==> config.mk <==
export PLATFORM = sky130hd
export DESIGN_NAME = version_string_parse_compare_flat
export DESIGN_NICKNAME = d
export VERILOG_FILES = /design/src/rtl/vspc_pkg.sv /design/src/rtl/vspc_if.sv /design/src/rtl/vspc_parser.sv /design/src/rtl/vspc_compare.sv /design/src/rtl/version_string_parse_compare.sv /design/src/flat_wrapper.sv
export VERILOG_INCLUDE_DIRS = /design/src /design/src/rtl
export SDC_FILE = /design/constraint.sdc
export NUM_CORES = 1
export LEC_CHECK = 0
export ABC_CLOCK_PERIOD_IN_PS = 14600
export BUFFER_PORTS_ARGS = -buffer_cell sky130_fd_sc_hd__clkbuf_2
export CAP_MARGIN = 20
export CORE_MARGIN = 3
export CORE_UTILIZATION = 60
export CTS_CLUSTER_DIAMETER = 80
export DETAILED_ROUTE_END_ITERATION = 8
export PLACE_DENSITY = 0.76
export SKIP_LAST_GASP = 1
export SYNTH_ARGS = -nofsm -noshare
export SYNTH_HDL_FRONTEND = slang
export SYNTH_SLANG_ARGS = --single-unit
==> constraint.sdc <==
create_clock -name clk -period 14.6 [get_ports clk]
set_input_delay 2.92 -clock clk [delete_from_list [all_inputs] [get_ports clk]]
set_output_delay 2.92 -clock clk [all_outputs]
set_load 0.05 [all_outputs]
==> src/rtl/version_string_parse_compare_macros.svh <==
// Assertion macros for the version string parse/compare block.
// Assumes the asserting module has clk and active-low rst_n in scope.
`ifndef VERSION_STRING_PARSE_COMPARE_MACROS_SVH
`define VERSION_STRING_PARSE_COMPARE_MACROS_SVH

`ifndef SYNTHESIS
// Same-cycle implication, disabled during reset
`define VSPC_ASSERT_SAME(label, ante, cons) \
    label: assert property (@(posedge clk) disable iff (!rst_n) (ante) |-> (cons)) \
        else $error("vspc assertion failed");
// Next-cycle implication, disabled during reset
`define VSPC_ASSERT_NEXT(label, ante, cons) \
    label: assert property (@(posedge clk) disable iff (!rst_n) (ante) |=> (cons)) \
        else $error("vspc assertion failed");
`else
`define VSPC_ASSERT_SAME(label, ante, cons)
`define VSPC_ASSERT_NEXT(label, ante, cons)
`endif

`endif

==> src/rtl/vspc_pkg.sv <==
// Package for the version string parse/compare block: sizes, character
// codes, parse phases, per-slot state types and small helper functions.
package vspc_pkg;

    localparam int PART_COUNT = 4;
    localparam int NUM_WIDTH  = 16;
    localparam int PART_IDX_W = $clog2(PART_COUNT + 1);
    localparam int PART_SEL_W = (PART_COUNT > 1) ? $clog2(PART_COUNT) : 1;

    localparam logic [NUM_WIDTH-1:0] NUM_MAX = '1;

    // Character codes
    localparam logic [7:0] CH_NUL   = 8'h00;
    localparam logic [7:0] CH_TAB   = 8'h09;
    localparam logic [7:0] CH_SPACE = 8'h20;
    localparam logic [7:0] CH_DASH  = 8'h2D;
    localparam logic [7:0] CH_DOT   = 8'h2E;
    localparam logic [7:0] CH_ZERO  = 8'h30;
    localparam logic [7:0] CH_NINE  = 8'h39;
    localparam logic [7:0] CH_UP_A  = 8'h41;
    localparam logic [7:0] CH_UP_Z  = 8'h5A;
    localparam logic [7:0] CH_UP_V  = 8'h56;
    localparam logic [7:0] CH_UNDER = 8'h5F;
    localparam logic [7:0] CH_LO_A  = 8'h61;
    localparam logic [7:0] CH_LO_B  = 8'h62;
    localparam logic [7:0] CH_LO_P  = 8'h70;
    localparam logic [7:0] CH_LO_R  = 8'h72;
    localparam logic [7:0] CH_LO_V  = 8'h76;

    // Label texts, left-justified in five bytes
    localparam logic [39:0] TXT_ALPHA = "alpha";
    localparam logic [39:0] TXT_PRE   = {"pre", 16'h0000};
    localparam logic [39:0] TXT_BETA  = {"beta", 8'h00};
    localparam logic [39:0] TXT_RC    = {"rc", 24'h000000};

    typedef enum logic [3:0] {
        PH_START,
        PH_AFTER_V,
        PH_NUM,
        PH_DOT,
        PH_LABEL,
        PH_IN_LABEL,
        PH_LABEL_END,
        PH_AFTER_LSEP,
        PH_PRE_NUM,
        PH_FAIL
    } phase_t;

    typedef enum logic [1:0] {
        RANK_ALPHA,
        RANK_PRE,
        RANK_BETA,
        RANK_RC
    } rank_t;

    typedef logic [PART_COUNT-1:0][NUM_WIDTH-1:0] parts_t;

    // Working state of one slot's parser
    typedef struct packed {
        phase_t                phase;
        logic [PART_IDX_W-1:0] part_idx;
        parts_t                parts;
        logic                  fin;
        rank_t                 rank;
        logic [2:0]            lpos;
        logic [NUM_WIDTH-1:0]  pre_num;
    } slot_state_t;

    // Latched result of a slot's latest ended string
    typedef struct packed {
        parts_t               parts;
        logic                 fin;
        rank_t                rank;
        logic [NUM_WIDTH-1:0] num;
        logic                 ok;
    } held_t;

    localparam slot_state_t WORK_CLEAR = '{
        phase:    PH_START,
        part_idx: '0,
        parts:    '0,
        fin:      1'b1,
        rank:     RANK_ALPHA,
        lpos:     '0,
        pre_num:  '0
    };

    localparam held_t HELD_CLEAR = '{
        parts: '0,
        fin:   1'b0,
        rank:  RANK_ALPHA,
        num:   '0,
        ok:    1'b0
    };

    function automatic logic is_digit(input logic [7:0] c);
        return (c >= CH_ZERO) && (c <= CH_NINE);
    endfunction

    function automatic logic is_sep(input logic [7:0] c);
        return (c == CH_DASH) || (c == CH_UNDER) || (c == CH_DOT);
    endfunction

    function automatic logic [7:0] to_lower(input logic [7:0] c);
        return ((c >= CH_UP_A) && (c <= CH_UP_Z)) ? (c | 8'h20) : c;
    endfunction

    // v*10 + digit, saturating at NUM_MAX
    function automatic logic [NUM_WIDTH-1:0] accumulate(
        input logic [NUM_WIDTH-1:0] v,
        input logic [7:0]           c
    );
        logic [NUM_WIDTH+3:0] r;
        r = {1'b0, v, 3'b000} + {3'b000, v, 1'b0} + {{NUM_WIDTH{1'b0}}, c[3:0]};
        if (r > {4'b0000, NUM_MAX})
            return NUM_MAX;
        return r[NUM_WIDTH-1:0];
    endfunction

    function automatic logic [2:0] label_len(input rank_t rk);
        logic [2:0] n;
        case (rk)
            RANK_ALPHA: n = 3'd5;
            RANK_PRE:   n = 3'd3;
            RANK_BETA:  n = 3'd4;
            RANK_RC:    n = 3'd2;
            default:    n = 3'd0;
        endcase
        return n;
    endfunction

    // Character of a label at a position; zero past the end
    function automatic logic [7:0] label_char(input rank_t rk, input logic [2:0] pos);
        logic [39:0] txt;
        logic [39:0] sh;
        case (rk)
            RANK_ALPHA: txt = TXT_ALPHA;
            RANK_PRE:   txt = TXT_PRE;
            RANK_BETA:  txt = TXT_BETA;
            RANK_RC:    txt = TXT_RC;
            default:    txt = '0;
        endcase
        sh = txt << {pos, 3'b000};
        return sh[39:32];
    endfunction

endpackage

==> src/rtl/vspc_if.sv <==
// Handshake channels of the version string parse/compare block.
// Depends on nothing; valid/ready with payload, one word per handshake.
interface vspc_in_if;
    logic       valid;
    logic       ready;
    logic       op;
    logic [7:0] ch;

    modport source (output valid, output op, output ch, input ready);
    modport sink   (input valid, input op, input ch, output ready);
endinterface

interface vspc_out_if;
    logic valid;
    logic ready;
    logic slot;
    logic valid_version;
    logic prerelease;
    logic candidate_newer;

    modport source (output valid, output slot, output valid_version,
                    output prerelease, output candidate_newer, input ready);
    modport sink   (input valid, input slot, input valid_version,
                    input prerelease, input candidate_newer, output ready);
endinterface

==> src/rtl/vspc_parser.sv <==
// Next-state logic of one slot's version string parser, one character.
// Depends on vspc_pkg.
module vspc_parser
    import vspc_pkg::*;
(
    input  slot_state_t cur,
    input  logic [7:0]  ch,
    output slot_state_t nxt
);

    logic [7:0]            lc;
    logic                  digit;
    logic                  in_range;
    logic [PART_SEL_W-1:0] idx_sel;
    logic [NUM_WIDTH-1:0]  part_val;
    logic                  part_wr;
    logic                  do_begin;
    logic                  do_label;
    logic                  do_pre;
    logic                  lbl_hit;
    rank_t                 lbl_rank;

    always_comb
    begin
        lc       = to_lower(ch);
        digit    = is_digit(ch);
        in_range = cur.part_idx < PART_IDX_W'(PART_COUNT);
        idx_sel  = cur.part_idx[PART_SEL_W-1:0];

        // First letter of a label picks its rank
        lbl_hit  = 1'b1;
        lbl_rank = RANK_ALPHA;
        case (lc)
            CH_LO_A: lbl_rank = RANK_ALPHA;
            CH_LO_P: lbl_rank = RANK_PRE;
            CH_LO_B: lbl_rank = RANK_BETA;
            CH_LO_R: lbl_rank = RANK_RC;
            default: lbl_hit  = 1'b0;
        endcase

        nxt      = cur;
        part_val = accumulate(cur.parts[idx_sel], ch);
        part_wr  = 1'b0;
        do_begin = 1'b0;
        do_label = 1'b0;
        do_pre   = 1'b0;

        // Phase transitions
        case (cur.phase)
            PH_START:
            begin
                if ((ch == CH_SPACE) || (ch == CH_TAB))
                    nxt.phase = PH_START;
                else if ((ch == CH_LO_V) || (ch == CH_UP_V))
                    nxt.phase = PH_AFTER_V;
                else if (digit)
                    do_begin = 1'b1;
                else
                    nxt.phase = PH_FAIL;
            end
            PH_AFTER_V:
            begin
                if (digit)
                    do_begin = 1'b1;
                else
                    nxt.phase = PH_FAIL;
            end
            PH_NUM:
            begin
                if (digit)
                begin
                    part_wr = in_range;
                end
                else
                begin
                    if (in_range)
                        nxt.part_idx = cur.part_idx + 1'b1;
                    if (ch == CH_DOT)
                        nxt.phase = PH_DOT;
                    else if (is_sep(ch))
                        nxt.phase = PH_LABEL;
                    else
                        do_label = 1'b1;
                end
            end
            PH_DOT:
            begin
                if (digit)
                    do_begin = 1'b1;
                else
                    do_label = 1'b1;
            end
            PH_LABEL:
            begin
                do_label = 1'b1;
            end
            PH_IN_LABEL:
            begin
                if (lc != label_char(cur.rank, cur.lpos))
                begin
                    nxt.phase = PH_FAIL;
                end
                else
                begin
                    nxt.lpos = cur.lpos + 1'b1;
                    if (cur.lpos + 3'd1 == label_len(cur.rank))
                        nxt.phase = PH_LABEL_END;
                end
            end
            PH_LABEL_END:
            begin
                if (is_sep(ch))
                    nxt.phase = PH_AFTER_LSEP;
                else
                    do_pre = 1'b1;
            end
            PH_AFTER_LSEP, PH_PRE_NUM:
            begin
                do_pre = 1'b1;
            end
            default:
            begin
                nxt.phase = PH_FAIL;
            end
        endcase

        // Start of a new version part
        if (do_begin)
        begin
            part_val  = {{(NUM_WIDTH-4){1'b0}}, ch[3:0]};
            part_wr   = in_range;
            nxt.phase = PH_NUM;
        end

        // Start of a label
        if (do_label)
        begin
            if (lbl_hit)
            begin
                nxt.rank  = lbl_rank;
                nxt.lpos  = 3'd1;
                nxt.fin   = 1'b0;
                nxt.phase = PH_IN_LABEL;
            end
            else
            begin
                nxt.phase = PH_FAIL;
            end
        end

        // Pre-release number digits
        if (do_pre)
        begin
            if (digit)
            begin
                nxt.pre_num = accumulate(cur.pre_num, ch);
                nxt.phase   = PH_PRE_NUM;
            end
            else
            begin
                nxt.phase = PH_FAIL;
            end
        end

        // Write the current part
        for (int i = 0; i < PART_COUNT; i++)
        begin
            if (part_wr && (cur.part_idx == PART_IDX_W'(i)))
                nxt.parts[i] = part_val;
        end
    end

endmodule

==> src/rtl/vspc_compare.sv <==
// Ordering of two latched versions: parts, finished over pre-release,
// label rank, then pre-release number. Depends on vspc_pkg.
module vspc_compare
    import vspc_pkg::*;
(
    input  held_t cand,
    input  held_t curr,
    output logic  newer
);

    logic gt;

    // Tie-break chain from the least significant key upward
    always_comb
    begin
        if (cand.fin != curr.fin)
            gt = cand.fin;
        else if (cand.rank != curr.rank)
            gt = cand.rank > curr.rank;
        else
            gt = cand.num > curr.num;

        for (int i = PART_COUNT - 1; i >= 0; i--)
        begin
            if (cand.parts[i] != curr.parts[i])
                gt = cand.parts[i] > curr.parts[i];
        end
    end

    assign newer = cand.ok && curr.ok && gt;

endmodule

==> src/rtl/version_string_parse_compare.sv <==
// Version string parse and compare, top level.
// Depends on vspc_pkg, vspc_if, vspc_parser, vspc_compare and the macro header.
//
// Usage: characters of two version strings arrive on the chars channel, one
// byte per word, with op selecting the slot (0 candidate, 1 current). Slots
// may be interleaved freely. A NUL byte ends a slot's string; that word, and
// only that word, produces one result word on the result channel: the slot,
// whether the string parsed, whether it carries a pre-release label, and
// whether the latest ended candidate orders above the latest ended current.
// Order: a taken word waits in the input register, then is parsed into the
// slot state; for a NUL the result is registered with that same update.
// Throughput: one word per cycle unless a NUL stalls on a waiting result; the
// parse/compare logic between the input and result registers is combinational.
// Stall: while a result waits, further characters keep flowing; a second NUL
// waits in the input register and chars.ready drops until result is taken.
// Reset: both slots return to the start of a string and hold no parsed
// version, so candidate_newer reads 0 until both slots have ended a string.
`include "version_string_parse_compare_macros.svh"

module version_string_parse_compare
    import vspc_pkg::*;
(
    input  logic              clk,
    input  logic              rst_n,
    vspc_in_if.sink           chars,
    vspc_out_if.source        result
);

    // Input register
    logic        s1_valid_reg, s1_valid_next;
    logic        s1_op_reg;
    logic [7:0]  s1_ch_reg;

    // Per-slot working and latched state
    slot_state_t work_reg [2];
    slot_state_t work_next [2];
    held_t       held_reg [2];
    held_t       held_next [2];

    // Result register
    logic        out_valid_reg, out_valid_next;
    logic        out_slot_reg;
    logic        out_ok_reg;
    logic        out_pre_reg;
    logic        out_newer_reg;

    logic        chars_accept;
    logic        s1_is_nul;
    logic        s1_fire;
    logic        res_load;
    logic        ends_ok;
    slot_state_t cur_work;
    slot_state_t parsed;
    held_t       new_held;
    held_t       cand_h;
    held_t       curr_h;
    logic        newer;

    assign cur_work = work_reg[s1_op_reg];

    vspc_parser u_parser (
        .cur (cur_work),
        .ch  (s1_ch_reg),
        .nxt (parsed)
    );

    // Latched view of the ending string
    always_comb
    begin
        ends_ok = (cur_work.phase == PH_NUM) || (cur_work.phase == PH_LABEL_END) ||
                  (cur_work.phase == PH_AFTER_LSEP) || (cur_work.phase == PH_PRE_NUM);
        new_held.parts = cur_work.parts;
        new_held.fin   = ends_ok && cur_work.fin;
        new_held.rank  = (ends_ok && !cur_work.fin) ? cur_work.rank : RANK_ALPHA;
        new_held.num   = (ends_ok && !cur_work.fin) ? cur_work.pre_num : '0;
        new_held.ok    = ends_ok;
        cand_h = s1_op_reg ? held_reg[0] : new_held;
        curr_h = s1_op_reg ? new_held : held_reg[1];
    end

    vspc_compare u_compare (
        .cand  (cand_h),
        .curr  (curr_h),
        .newer (newer)
    );

    // Handshake and next-state control
    always_comb
    begin
        s1_is_nul    = s1_ch_reg == CH_NUL;
        s1_fire      = s1_valid_reg && (!s1_is_nul || !out_valid_reg || result.ready);
        res_load     = s1_fire && s1_is_nul;
        chars.ready  = !s1_valid_reg || s1_fire;
        chars_accept = chars.valid && chars.ready;

        s1_valid_next  = chars_accept || (s1_valid_reg && !s1_fire);
        out_valid_next = (out_valid_reg && !result.ready) || res_load;

        work_next = work_reg;
        held_next = held_reg;
        if (s1_fire)
        begin
            if (s1_is_nul)
            begin
                work_next[s1_op_reg] = WORK_CLEAR;
                held_next[s1_op_reg] = new_held;
            end
            else
            begin
                work_next[s1_op_reg] = parsed;
            end
        end
    end

    // Control and slot state
    always_ff @(posedge clk or negedge rst_n)
    begin
        if (!rst_n)
        begin
            s1_valid_reg  <= 1'b0;
            out_valid_reg <= 1'b0;
            work_reg[0]   <= WORK_CLEAR;
            work_reg[1]   <= WORK_CLEAR;
            held_reg[0]   <= HELD_CLEAR;
            held_reg[1]   <= HELD_CLEAR;
        end
        else
        begin
            s1_valid_reg  <= s1_valid_next;
            out_valid_reg <= out_valid_next;
            work_reg      <= work_next;
            held_reg      <= held_next;
        end
    end

    // Payload registers
    always_ff @(posedge clk)
    begin
        if (chars_accept)
        begin
            s1_op_reg <= chars.op;
            s1_ch_reg <= chars.ch;
        end
        if (res_load)
        begin
            out_slot_reg  <= s1_op_reg;
            out_ok_reg    <= ends_ok;
            out_pre_reg   <= ends_ok && !cur_work.fin;
            out_newer_reg <= newer;
        end
    end

    assign result.valid           = out_valid_reg;
    assign result.slot            = out_slot_reg;
    assign result.valid_version   = out_ok_reg;
    assign result.prerelease      = out_pre_reg;
    assign result.candidate_newer = out_newer_reg;

    // Checks
    `VSPC_ASSERT_NEXT(a_nul_gives_result, res_load, out_valid_reg)
    `VSPC_ASSERT_SAME(a_pre_needs_ok, out_valid_reg && out_pre_reg, out_ok_reg)
    `VSPC_ASSERT_SAME(a_newer_needs_both, out_valid_reg && out_newer_reg,
                      held_reg[0].ok && held_reg[1].ok)
    `VSPC_ASSERT_NEXT(a_nul_restarts_slot, res_load,
                      work_reg[$past(s1_op_reg)].phase == PH_START)
    `VSPC_ASSERT_NEXT(a_stalled_nul_waits,
                      s1_valid_reg && s1_is_nul && out_valid_reg && !result.ready,
                      s1_valid_reg && s1_is_nul)

endmodule
==> src/flat_wrapper.sv <==
// flat-port wrapper written by rule: the top's interface ports become plain ports
module version_string_parse_compare_flat import vspc_pkg::*;
  (clk, rst_n, chars_valid, chars_op, chars_ch, chars_ready, result_valid, result_slot, result_valid_version, result_prerelease, result_candidate_newer, result_ready);
  vspc_in_if chars_i ();
  vspc_out_if result_i ();
  input  logic clk;
  input  logic rst_n;
  input wire logic [$bits(chars_i.valid)-1:0] chars_valid;
  input wire logic [$bits(chars_i.op)-1:0] chars_op;
  input wire logic [$bits(chars_i.ch)-1:0] chars_ch;
  output wire logic [$bits(chars_i.ready)-1:0] chars_ready;
  output wire logic [$bits(result_i.valid)-1:0] result_valid;
  output wire logic [$bits(result_i.slot)-1:0] result_slot;
  output wire logic [$bits(result_i.valid_version)-1:0] result_valid_version;
  output wire logic [$bits(result_i.prerelease)-1:0] result_prerelease;
  output wire logic [$bits(result_i.candidate_newer)-1:0] result_candidate_newer;
  input wire logic [$bits(result_i.ready)-1:0] result_ready;
  assign chars_i.valid = chars_valid;
  assign chars_i.op = chars_op;
  assign chars_i.ch = chars_ch;
  assign chars_ready = chars_i.ready;
  assign result_valid = result_i.valid;
  assign result_slot = result_i.slot;
  assign result_valid_version = result_i.valid_version;
  assign result_prerelease = result_i.prerelease;
  assign result_candidate_newer = result_i.candidate_newer;
  assign result_i.ready = result_ready;
  version_string_parse_compare u_core (.clk(clk), .rst_n(rst_n), .chars(chars_i), .result(result_i));
endmodule
# == Yosys cells after proc, flatten, opt, wreduce, memory -nomap -nowiden ==
# Index checks and enable logic that the tools add are counted.
# word_totals
elab_cells,226
out_inout_bits,6
inputBits,13
regBits,369
# classes
n_eq_ne,33
n_reduce_logical,43
n_bitwise,4
n_addsub,6
magnitude_cmp,16
n_mux,79
shifts,1
# ops
operator,n
$mux 93,4
$mux 84,3
$mux 16,13
$bwmux 186,1
$mux 186,1
$and 184x184->184,1
$not 184->184,1
$bwmux 168,1
$pmux 40 s4,1
$demux 93 s1,1
$demux 84 s1,1
$gt 16x16->1,5
$ne 16x16->1,4
$eq 8x7->1 const B,7
$mux 4,12
$add 19x17->20,2
$add 20x4->20,2
$gt 20x16->1 const B,2
$mux 40,1
$shl 40x6->40,1
$bmux 16 s2,1
$eq 8x6->1 const B,3
$pmux 4 s6,1
$mux 1,22
43 further kinds,91

# == Logic depth before layout (Yosys ltp) ==
# Gate-level depths: netlist (run 1).
# depth
word_depth,20
mapped_depth,22

# == Modules after synthesis ==
# From an unflattened synthesis (run 1), not the netlist that was laid out.
# unflattened
hier_cells,2411
hier_area_um2,22531.6
# modules_own_cells
mod,instances,seq_area_each_um2,cells_per_inst,area_per_inst_um2
version_string_parse_compare,1,9301.4,1460,15748.9
vspc_parser,1,0.0,650,4601.9
vspc_compare,1,0.0,301,2180.8

# == Worst setup path before layout (run 1) ==
# Ideal clock, no wire load.
# synth_timing
path_type,input to output
start,input result_ready
end,output chars_ready
required_ps,11680
stages,2
t_arrival_ps,3523
path_buffers,0
path_slack_ps,8157
cell_sequence,nor2b_1 -> nand3_1
# synth_via
elab_chain_cells,3
# synth_rtl
element,line_no,rtl
"start, declared",flat_wrapper.sv:17,input wire logic [$bits(result_i.ready)-1:0] result_ready;
$logic_or 1x1->1,version_string_parse_compare.sv:91,s1_fire = s1_valid_reg && (!s1_is_nul || !out_valid_reg || result.ready);
$logic_and 1x1->1,version_string_parse_compare.sv:91,
$logic_or 1x1->1,version_string_parse_compare.sv:93,chars.ready = !s1_valid_reg || s1_fire;
"end, declared",flat_wrapper.sv:11,output wire logic [$bits(chars_i.ready)-1:0] chars_ready;
# Every way passes these cells.

# == Worst setup path in the final report (run 1) ==
# Same ends and word-level chain as after synthesis.

==> key figures, run 1 <==
Pwr
  – PwrDens: 165.3 nW/um^2
  – Net switching power of the design: 1.707 mW
  – Maximum vdd drop: 0.1827 mV
  – Portion of total power attributed to sequential cells: 33.4%
  – Switching Fraction: 41.98%
  – Part of the total power dissipated in combinational logic: 41.7%
  – Leakage: 11.34 nW
  – Cell Int Power: 2.359 mW
  – Portion of total power attributed to the clock network: 25.0%

Worst setup path
  – Number of buffer and inverter stages on the critical path: 2
  – Crit-path max cell delay: 320 ps
  – Worst endpoint required time: 11680 ps
  – Most prevalent standard cell on the critical path: sky130_fd_sc_hd__clkbuf_2
  – Reg-to-reg endpoint: u_core.work_reg[130]
  – Largest fanout on the critical path: 3
  – RR Startpoint: u_core.s1_op_reg
  – Critical Path, Cell by Cell: clkbuf_2 > nor2b_1 > nand3_1 > clkbuf_2
  – Library cell contributing the largest single delay on the critical path: sky130_fd_sc_hd__clkbuf_2
  – Top Family by Delay on Critical Path: simple AND/OR/NAND/NOR gates
  – Worst setup slack for register-to-register paths: 8090 ps
  – FF-to-FF path depth: 17
  – Crit path arrival time: 3810 ps
  – Startpoint type of the worst setup path: input port
  – Critical path class: in -> out
  – Endpoint class of the critical path: output pin

Timing
  – Final setup margin: 7869 ps
  – Final setup viols: 0
  – Tmin final: 6731 ps
  – Slew at the pin closest to its max-slew limit: 1201 ps
  – RSZ-0062 raised after global routing: no
  – Hold Violations, Final: 0
  – Max-slew violation total from the final report: 0
  – Total Neg Setup Slack: 0 ps
  – Headroom to the max-slew limit: 19.94%
  – Final worst path period share: 46.10%
  – Layout Skew: 29.98 ps
  – Highest clock rate: 0.1486 GHz

Clocking
  – Clock net sink count: 369
  – Number of buffers inserted by hold repair at cts: 0
  – Root cell of the clock tree: sky130_fd_sc_hd__clkbuf_16
  – H-tree depth: 2
  – CTS tree: yes
  – Clock buffers created by TritonCTS: 42
  – Maximum root-to-sink buffer count: 3
  – Later-pin clock latency in the skew report: 580 ps
  – Post-CTS sizing: 0
  – Setup repair bufs after CTS: 0
  – Clock edge transition at the registers on the reported setup and hold paths: 60 ps

Yosys
  – Synthesized area divided by synthesized cell count: 8.722 sq um
  – Number of different library cells in the post-synthesis netlist: 82
  – Synth top cells by count: sky130_fd_sc_hd__nand2_1 (612), sky130_fd_sc_hd__dfrtp_1 (354), sky130_fd_sc_hd__o21ai_0 (338), sky130_fd_sc_hd__ha_1 (153), sky130_fd_sc_hd__clkbuf_1 (138)
  – Share of the synthesized area in the top cell type: 38.69%
  – Count of flip-flops with a built-in enable after synthesis: 13
  – Synth Instances: 2625
  – Post-synth top area cell: sky130_fd_sc_hd__dfrtp_1
  – Synth Warn #: 0
  – Count leader, synth: sky130_fd_sc_hd__nand2_1
  – Share of flip-flops with an asynchronous set or reset after synthesis: 96.48%
  – Most used flip-flop cell after synthesis: sky130_fd_sc_hd__dfrtp_1
  – Sequential element share of the synthesized area: 40.63%
  – FF+latch count, synth: 369
  – Top area cells in the synthesized netlist: sky130_fd_sc_hd__dfrtp_1 (39%), sky130_fd_sc_hd__nand2_1 (10%), sky130_fd_sc_hd__ha_1 (8.4%)
  – Netlist area before placement: 22900 sq um
  – Net Count, Synth: 2795

Run status
  – Run status: completed

Routing
  – Total routed wirelength: 66.58 mm
  – Routed vias: 20350
  – Iter 0 DRT Violations: 2173
  – WL per Instance: 21.64 um
  – Detailed-route vias per instance: 6.617
  – First-pass DRT Iterations: 7
  – Number of DRC violations after detailed routing: 0
  – Antenna-violating nets left: 0

GRT
  – Total grt overflow: 0
  – Total GRT Usage: 32.61%
  – Number of global-route vias before repair: 19930
  – Number of antenna violations at the first check in global routing: 0
  – Pin count of the biggest net entering global routing: 178
  – Global-route wire length before repair: 106.9 mm

Floorplanning
  – Floorplan core area: 37140 sq um
  – Rows: 70
  – DIE AREA: 40540 sq um
  – Die height: 201.3 um
  – Die X-Extent: 201.3 um
  – Initial core utilization: 61.65%
  – I/O pins: 19

Cells and area
  – Flip-flop count of the largest register, all copies and words added: 186
  – Fraction of layout instances using a drive strength above 1: 8.048%
  – Filler-free cell count of the finished design: 3076
  – Synthesis-to-layout area growth: 7.405%
  – Ant. Diodes: 0
  – Final core utilization: 66.22%
  – Design area: 24590 sq um
  – Nets: 2714
  – Multi-input logic area: 12830 sq um
  – Number of inserted filler cells in the final layout: 3037
  – Sequential standard cell area: 9301 sq um

Placed design
  – HPWL reported at the end of detailed placement: 43.47 mm
  – Count of buffers from port buffering: 18
  – Area post-placement: 23230 sq um
  – Dpl cells: 3001
  – Pre-CTS worst setup slack: 7765 ps
  – Final RePlAce weighted congestion: 0.9379

Worst hold path
  – Type of the tightest min-delay check: reg -> reg
  – Min-Delay Path Depth: 2
  – Critical hold path startpoint: u_core.held_reg[46]
  – WHS Endpoint: u_core.held_reg[46]

Run
  – Max Cap Viol: 0
[cell usage in the layout, fill, tap and decap left out, drive strengths merged, types with 13 or more instances in the layout]
| cell type | synthesis | layout |
|---|---|---|
| nor2 | 110 | 110 |
| xnor2 | 16 | 16 |
| nor3 | 28 | 28 |
| o21a | 21 | 21 |
| a31oi | 64 | 64 |
| a21boi | 44 | 44 |
| mux2 | 61 | 61 |
| ha | 153 | 153 |
| a22o | 26 | 26 |
| nor2b | 28 | 28 |
| o31ai | 47 | 47 |
| nand2 | 612 | 612 |
| o21ai | 345 | 345 |
| and3 | 21 | 21 |
| dfrtp | 354 | 354 |
| edfxtp | 13 | 13 |
| buf | 35 | 31 |
| a21o | 33 | 33 |
| a2bb2oi | 16 | 16 |
| inv | 35 | 35 |
| o211ai | 17 | 17 |
| clkbuf | 138 | 76 |
| a21oi | 116 | 116 |
| nand3 | 47 | 47 |
| a32oi | 13 | 13 |
| mux4 | 15 | 15 |
| o22ai | 15 | 15 |
| nand4 | 20 | 20 |
| a211oi | 18 | 18 |
| mux2i | 43 | 43 |
[cell families (layout without fill, tap and decap cells)]
kind of cell | count (synthesis) | in the layout | synth area share, %
AND/OR/NAND/NOR | 923 | 923 | 17.33
multiplexers | 119 | 119 | 6.514
adder cells (fa/ha/maj) | 157 | 157 | 8.711
buffers and inverters | 208 | 155 | 3.607
AO/OA/AOI/OAI | 826 | 826 | 22.33
XOR/XNOR | 23 | 23 | 0.8798
flip-flops | 369 | 369 | 40.63
[metrics by stage]
step	total power, mW	hold slack [ps]
finish	4.066	472.6
global route	4.302	491.3
CTS	4.030	477.4
detailed placement	3.006	463.1
global placement	2.961	457.4
floorplan	2.477	442.2
[final cells by class]
class,instances,area share (%)
multi-input cells,2048,52.19
flip-flops and latches,369,37.82
clock buffers,59,4.701
well taps,504,2.564
repair buffers,48,1.669
inverters,35,0.5597
clock inverters,13,0.4935
[power by group through the flow]
stage,logic (mW),registers [mW],clock network [mW]
finish,1.69,1.36,1.02
global route,1.86,1.37,1.07
CTS,1.65,1.35,1.03
detailed placement,1.64,1.36,0
global placement,1.61,1.36,0
floorplan,1.18,1.30,0
[metal layers]
metal	part of all wire (%)	GRT usage, %	vias to the layer above
met2	46	52.86	957
met4	3.9	13.85	0
li1	-	-	9322
met1	42	43.61	9888
met3	8.3	5.533	186
met5	0	0	-
[how the worst max path moves through the flow]
stage / from / cells past startpoint / to
after floorplan: result_ready / 2 / chars_ready
after global placement: result_ready / 4 / chars_ready
after detailed placement: u_core.s1_op_reg / 17 / u_core.work_reg[178]
after CTS: u_core.s1_op_reg / 17 / u_core.work_reg[130]
after global routing: u_core.s1_op_reg / 17 / u_core.work_reg[168]
final: result_ready / 4 / chars_ready
[worst min-delay path: cells and delay by family, from the launching register on]
family	cells	cell delay, ps
flip-flops	1	330
AO/OA/AOI/OAI	1	60
AND/OR/NAND/NOR	1	40
(Power assumes the default switching activity.)
==> run 2: changes to the inputs <==
--- a/config.mk
+++ b/config.mk
@@ -6,7 +6,7 @@
 export SDC_FILE = /design/constraint.sdc
 export NUM_CORES = 1
 export LEC_CHECK = 0
-export ABC_CLOCK_PERIOD_IN_PS = 14600
+export ABC_CLOCK_PERIOD_IN_PS = 6950
 export BUFFER_PORTS_ARGS = -buffer_cell sky130_fd_sc_hd__clkbuf_2
 export CAP_MARGIN = 20
 export CORE_MARGIN = 3
==> constraint.sdc (replaced) <==
create_clock -name clk -period 6.95 [get_ports clk]
set_input_delay 1.39 -clock clk [delete_from_list [all_inputs] [get_ports clk]]
set_output_delay 1.39 -clock clk [all_outputs]
set_load 0.05 [all_outputs]
==> run 2 against run 1 <==
Compared with the run above:
- design area increased by 0.54%
- sequential cell count unchanged
- hold slack improved by 2.2 ps
- clock power increased by 120%
- combinational power increased by 110%
- critical endpoint is now u_core.result.candidate_newer
- non-clock buffer count increased by 7
- setup slack got worse by 6700 ps
==> key figures, run 2 (synthesis gave the netlist of run 1 again) <==
Run status
  – Run status: completed

Worst hold path
  – WHS Endpoint: u_core.held_reg[33]
  – Type of the tightest min-delay check: reg -> reg
  – Critical hold path startpoint: u_core.held_reg[33]
  – Min-Delay Path Depth: 2

Clocking
  – Clock net sink count: 369
  – Number of buffers inserted by hold repair at cts: 0
  – H-tree depth: 2
  – Maximum root-to-sink buffer count: 3
  – Clock edge transition at the registers on the reported setup and hold paths: 60 ps
  – Clock buffers created by TritonCTS: 42
  – Later-pin clock latency in the skew report: 560 ps
  – Setup repair bufs after CTS: 0
  – Root cell of the clock tree: sky130_fd_sc_hd__clkbuf_16
  – CTS tree: yes
  – Post-CTS sizing: 0

Worst setup path
  – Worst setup slack for register-to-register paths: 1120 ps
  – Crit path arrival time: 6130 ps
  – Startpoint type of the worst setup path: register
  – Reg-to-reg endpoint: u_core.result.candidate_newer
  – Worst endpoint required time: 7250 ps
  – Launch point of the worst path: u_core.s1_op_reg
  – RR Startpoint: u_core.s1_op_reg
  – Critical path class: reg -> reg
  – FF-to-FF path depth: 17
  – Largest fanout on the critical path: 136
  – Endpoint class of the critical path: register

Floorplanning
  – Die height: 201.3 um
  – Floorplan core area: 37140 sq um
  – Die X-Extent: 201.3 um
  – I/O pins: 19
  – DIE AREA: 40540 sq um
  – Initial core utilization: 61.65%
  – Rows: 70

Routing
  – Total met3 wirelength after detailed routing: 5.258 mm
  – Detailed-route vias per instance: 6.613
  – WL per Instance: 21.23 um
  – Detail Route met2 WL: 29.47 mm
  – Total routed wirelength: 65.52 mm
  – Number of DRC violations after detailed routing: 0
  – Iter 0 DRT Violations: 2182
  – First-pass DRT Iterations: 6
  – Wire length on met1: 27.83 mm
  – Antenna-violating nets left: 0
  – Routed vias: 20410
  – Max Used Layer: met4

Timing
  – Hold Violations, Final: 0
  – Final worst path period share: 83.86%
  – Tmin final: 5828 ps
  – Final-layout worst hold slack: 474.8 ps
  – Headroom to the max-slew limit: 25.66%
  – Slew at the pin closest to its max-slew limit: 1111 ps
  – Layout Skew: 15.36 ps
  – Total Neg Setup Slack: 0 ps
  – Max-slew violation total from the final report: 0
  – RSZ-0062 raised after global routing: no
  – Final setup viols: 0
  – Highest clock rate: 0.1716 GHz

Placed design
  – HPWL reported at the end of detailed placement: 44.15 mm
  – Area post-placement: 23280 sq um
  – Final RePlAce weighted congestion: 0.9690
  – Count of buffers from port buffering: 18

Cells and area
  – Number of inserted filler cells in the final layout: 3065
  – Flip-flop count of the largest register, all copies and words added: 186
  – Fraction of layout instances using a drive strength above 1: 8.637%
  – Leading cell type in the layout, fill and taps excluded: sky130_fd_sc_hd__nand2_1
  – Most frequent cells in the layout: sky130_fd_sc_hd__nand2_1 (611), sky130_fd_sc_hd__dfrtp_1 (354), sky130_fd_sc_hd__o21ai_0 (337)
  – Design area: 24720 sq um
  – Ant. Diodes: 0
  – Synthesis-to-layout area growth: 7.984%
  – Nets: 2721

Pwr
  – Maximum vdd drop: 0.2332 mV
  – PnR Total Power: 8.614 mW
  – Leakage: 11.41 nW
  – PwrDens: 348.4 nW/um^2

Run
  – Max Cap Viol: 0

GRT
  – Global-route wire length before repair: 105.3 mm
  – Total grt overflow: 0
  – Number of antenna violations at the first check in global routing: 0
  – Pin count of the biggest net entering global routing: 175
  – Total GRT Usage: 31.91%
  – Number of global-route vias before repair: 19400
run 2: worst max path at each step:
stage               slack, ps                       endpoint  cells past startpoint
floorplan                1700            u_core.work_reg[38]                     20
global placement         1390           u_core.work_reg[162]                     15
detailed placement       1230           u_core.work_reg[162]                     16
CTS                      1200           u_core.work_reg[130]                     16
global route              720           u_core.work_reg[117]                     16
finish                   1120  u_core.result.candidate_newer                     17
run 2: where the power goes:
| part | leakage, nW | total (mW) | switching [mW] | internal, mW |
|---|---|---|---|---|
| Clock | 0.679 | 2.22 | 0.913 | 1.31 |
| Sequential | 4.92 | 2.84 | 0.336 | 2.50 |
| Combinational | 5.81 | 3.55 | 2.30 | 1.25 |
| Total | 11.4 | 8.61 | 3.55 | 5.06 |
run 2: metrics by stage:
stage	utilization, %	setup slack, ps	std cells
final	66.58	1122	3086
after global routing	66.58	722.1	3086
after CTS	66.42	1204	3083
after detailed placement	62.69	1232	3008
after global placement	62.69	1390	3008
after floorplan	-	1704	2625
run 2: area by class of cell:
class	count	area, sq um	area share, %
clock inverter	10	65.06	0.2632
timing repair buffer	55	439.2	1.776
tap	504	630.6	2.551
inverter	35	137.6	0.5567
clock buffer	65	1321	5.344
multi-input combinational	2048	12830	51.89
sequential	369	9301	37.62
run 2: per-layer routing:
| metal | track usage, % | vias up |
|---|---|---|
| met4 | 13.36 | 0 |
| met2 | 49.98 | 977 |
| met1 | 44.40 | 9887 |
| li1 | - | 9333 |
| met3 | 5.307 | 210 |
| met5 | 0 | - |
run 2: critical path, stage by stage (launching register included):
cell                        delay [ps]
sky130_fd_sc_hd__edfxtp_1          510
sky130_fd_sc_hd__buf_12            530
sky130_fd_sc_hd__mux2_2            500
sky130_fd_sc_hd__nor4_1            370
sky130_fd_sc_hd__a21o_1            320
sky130_fd_sc_hd__nand2_1           520
sky130_fd_sc_hd__inv_1             390
sky130_fd_sc_hd__and3_1            200
sky130_fd_sc_hd__a21oi_1            60
sky130_fd_sc_hd__ha_1              380
sky130_fd_sc_hd__nand4_1           140
sky130_fd_sc_hd__nor2_1            360
sky130_fd_sc_hd__nand2_1           120
sky130_fd_sc_hd__o2111ai_1         180
sky130_fd_sc_hd__o21ai_0           160
sky130_fd_sc_hd__o311ai_0          120
sky130_fd_sc_hd__a21oi_1           190
sky130_fd_sc_hd__a211oi_1          470
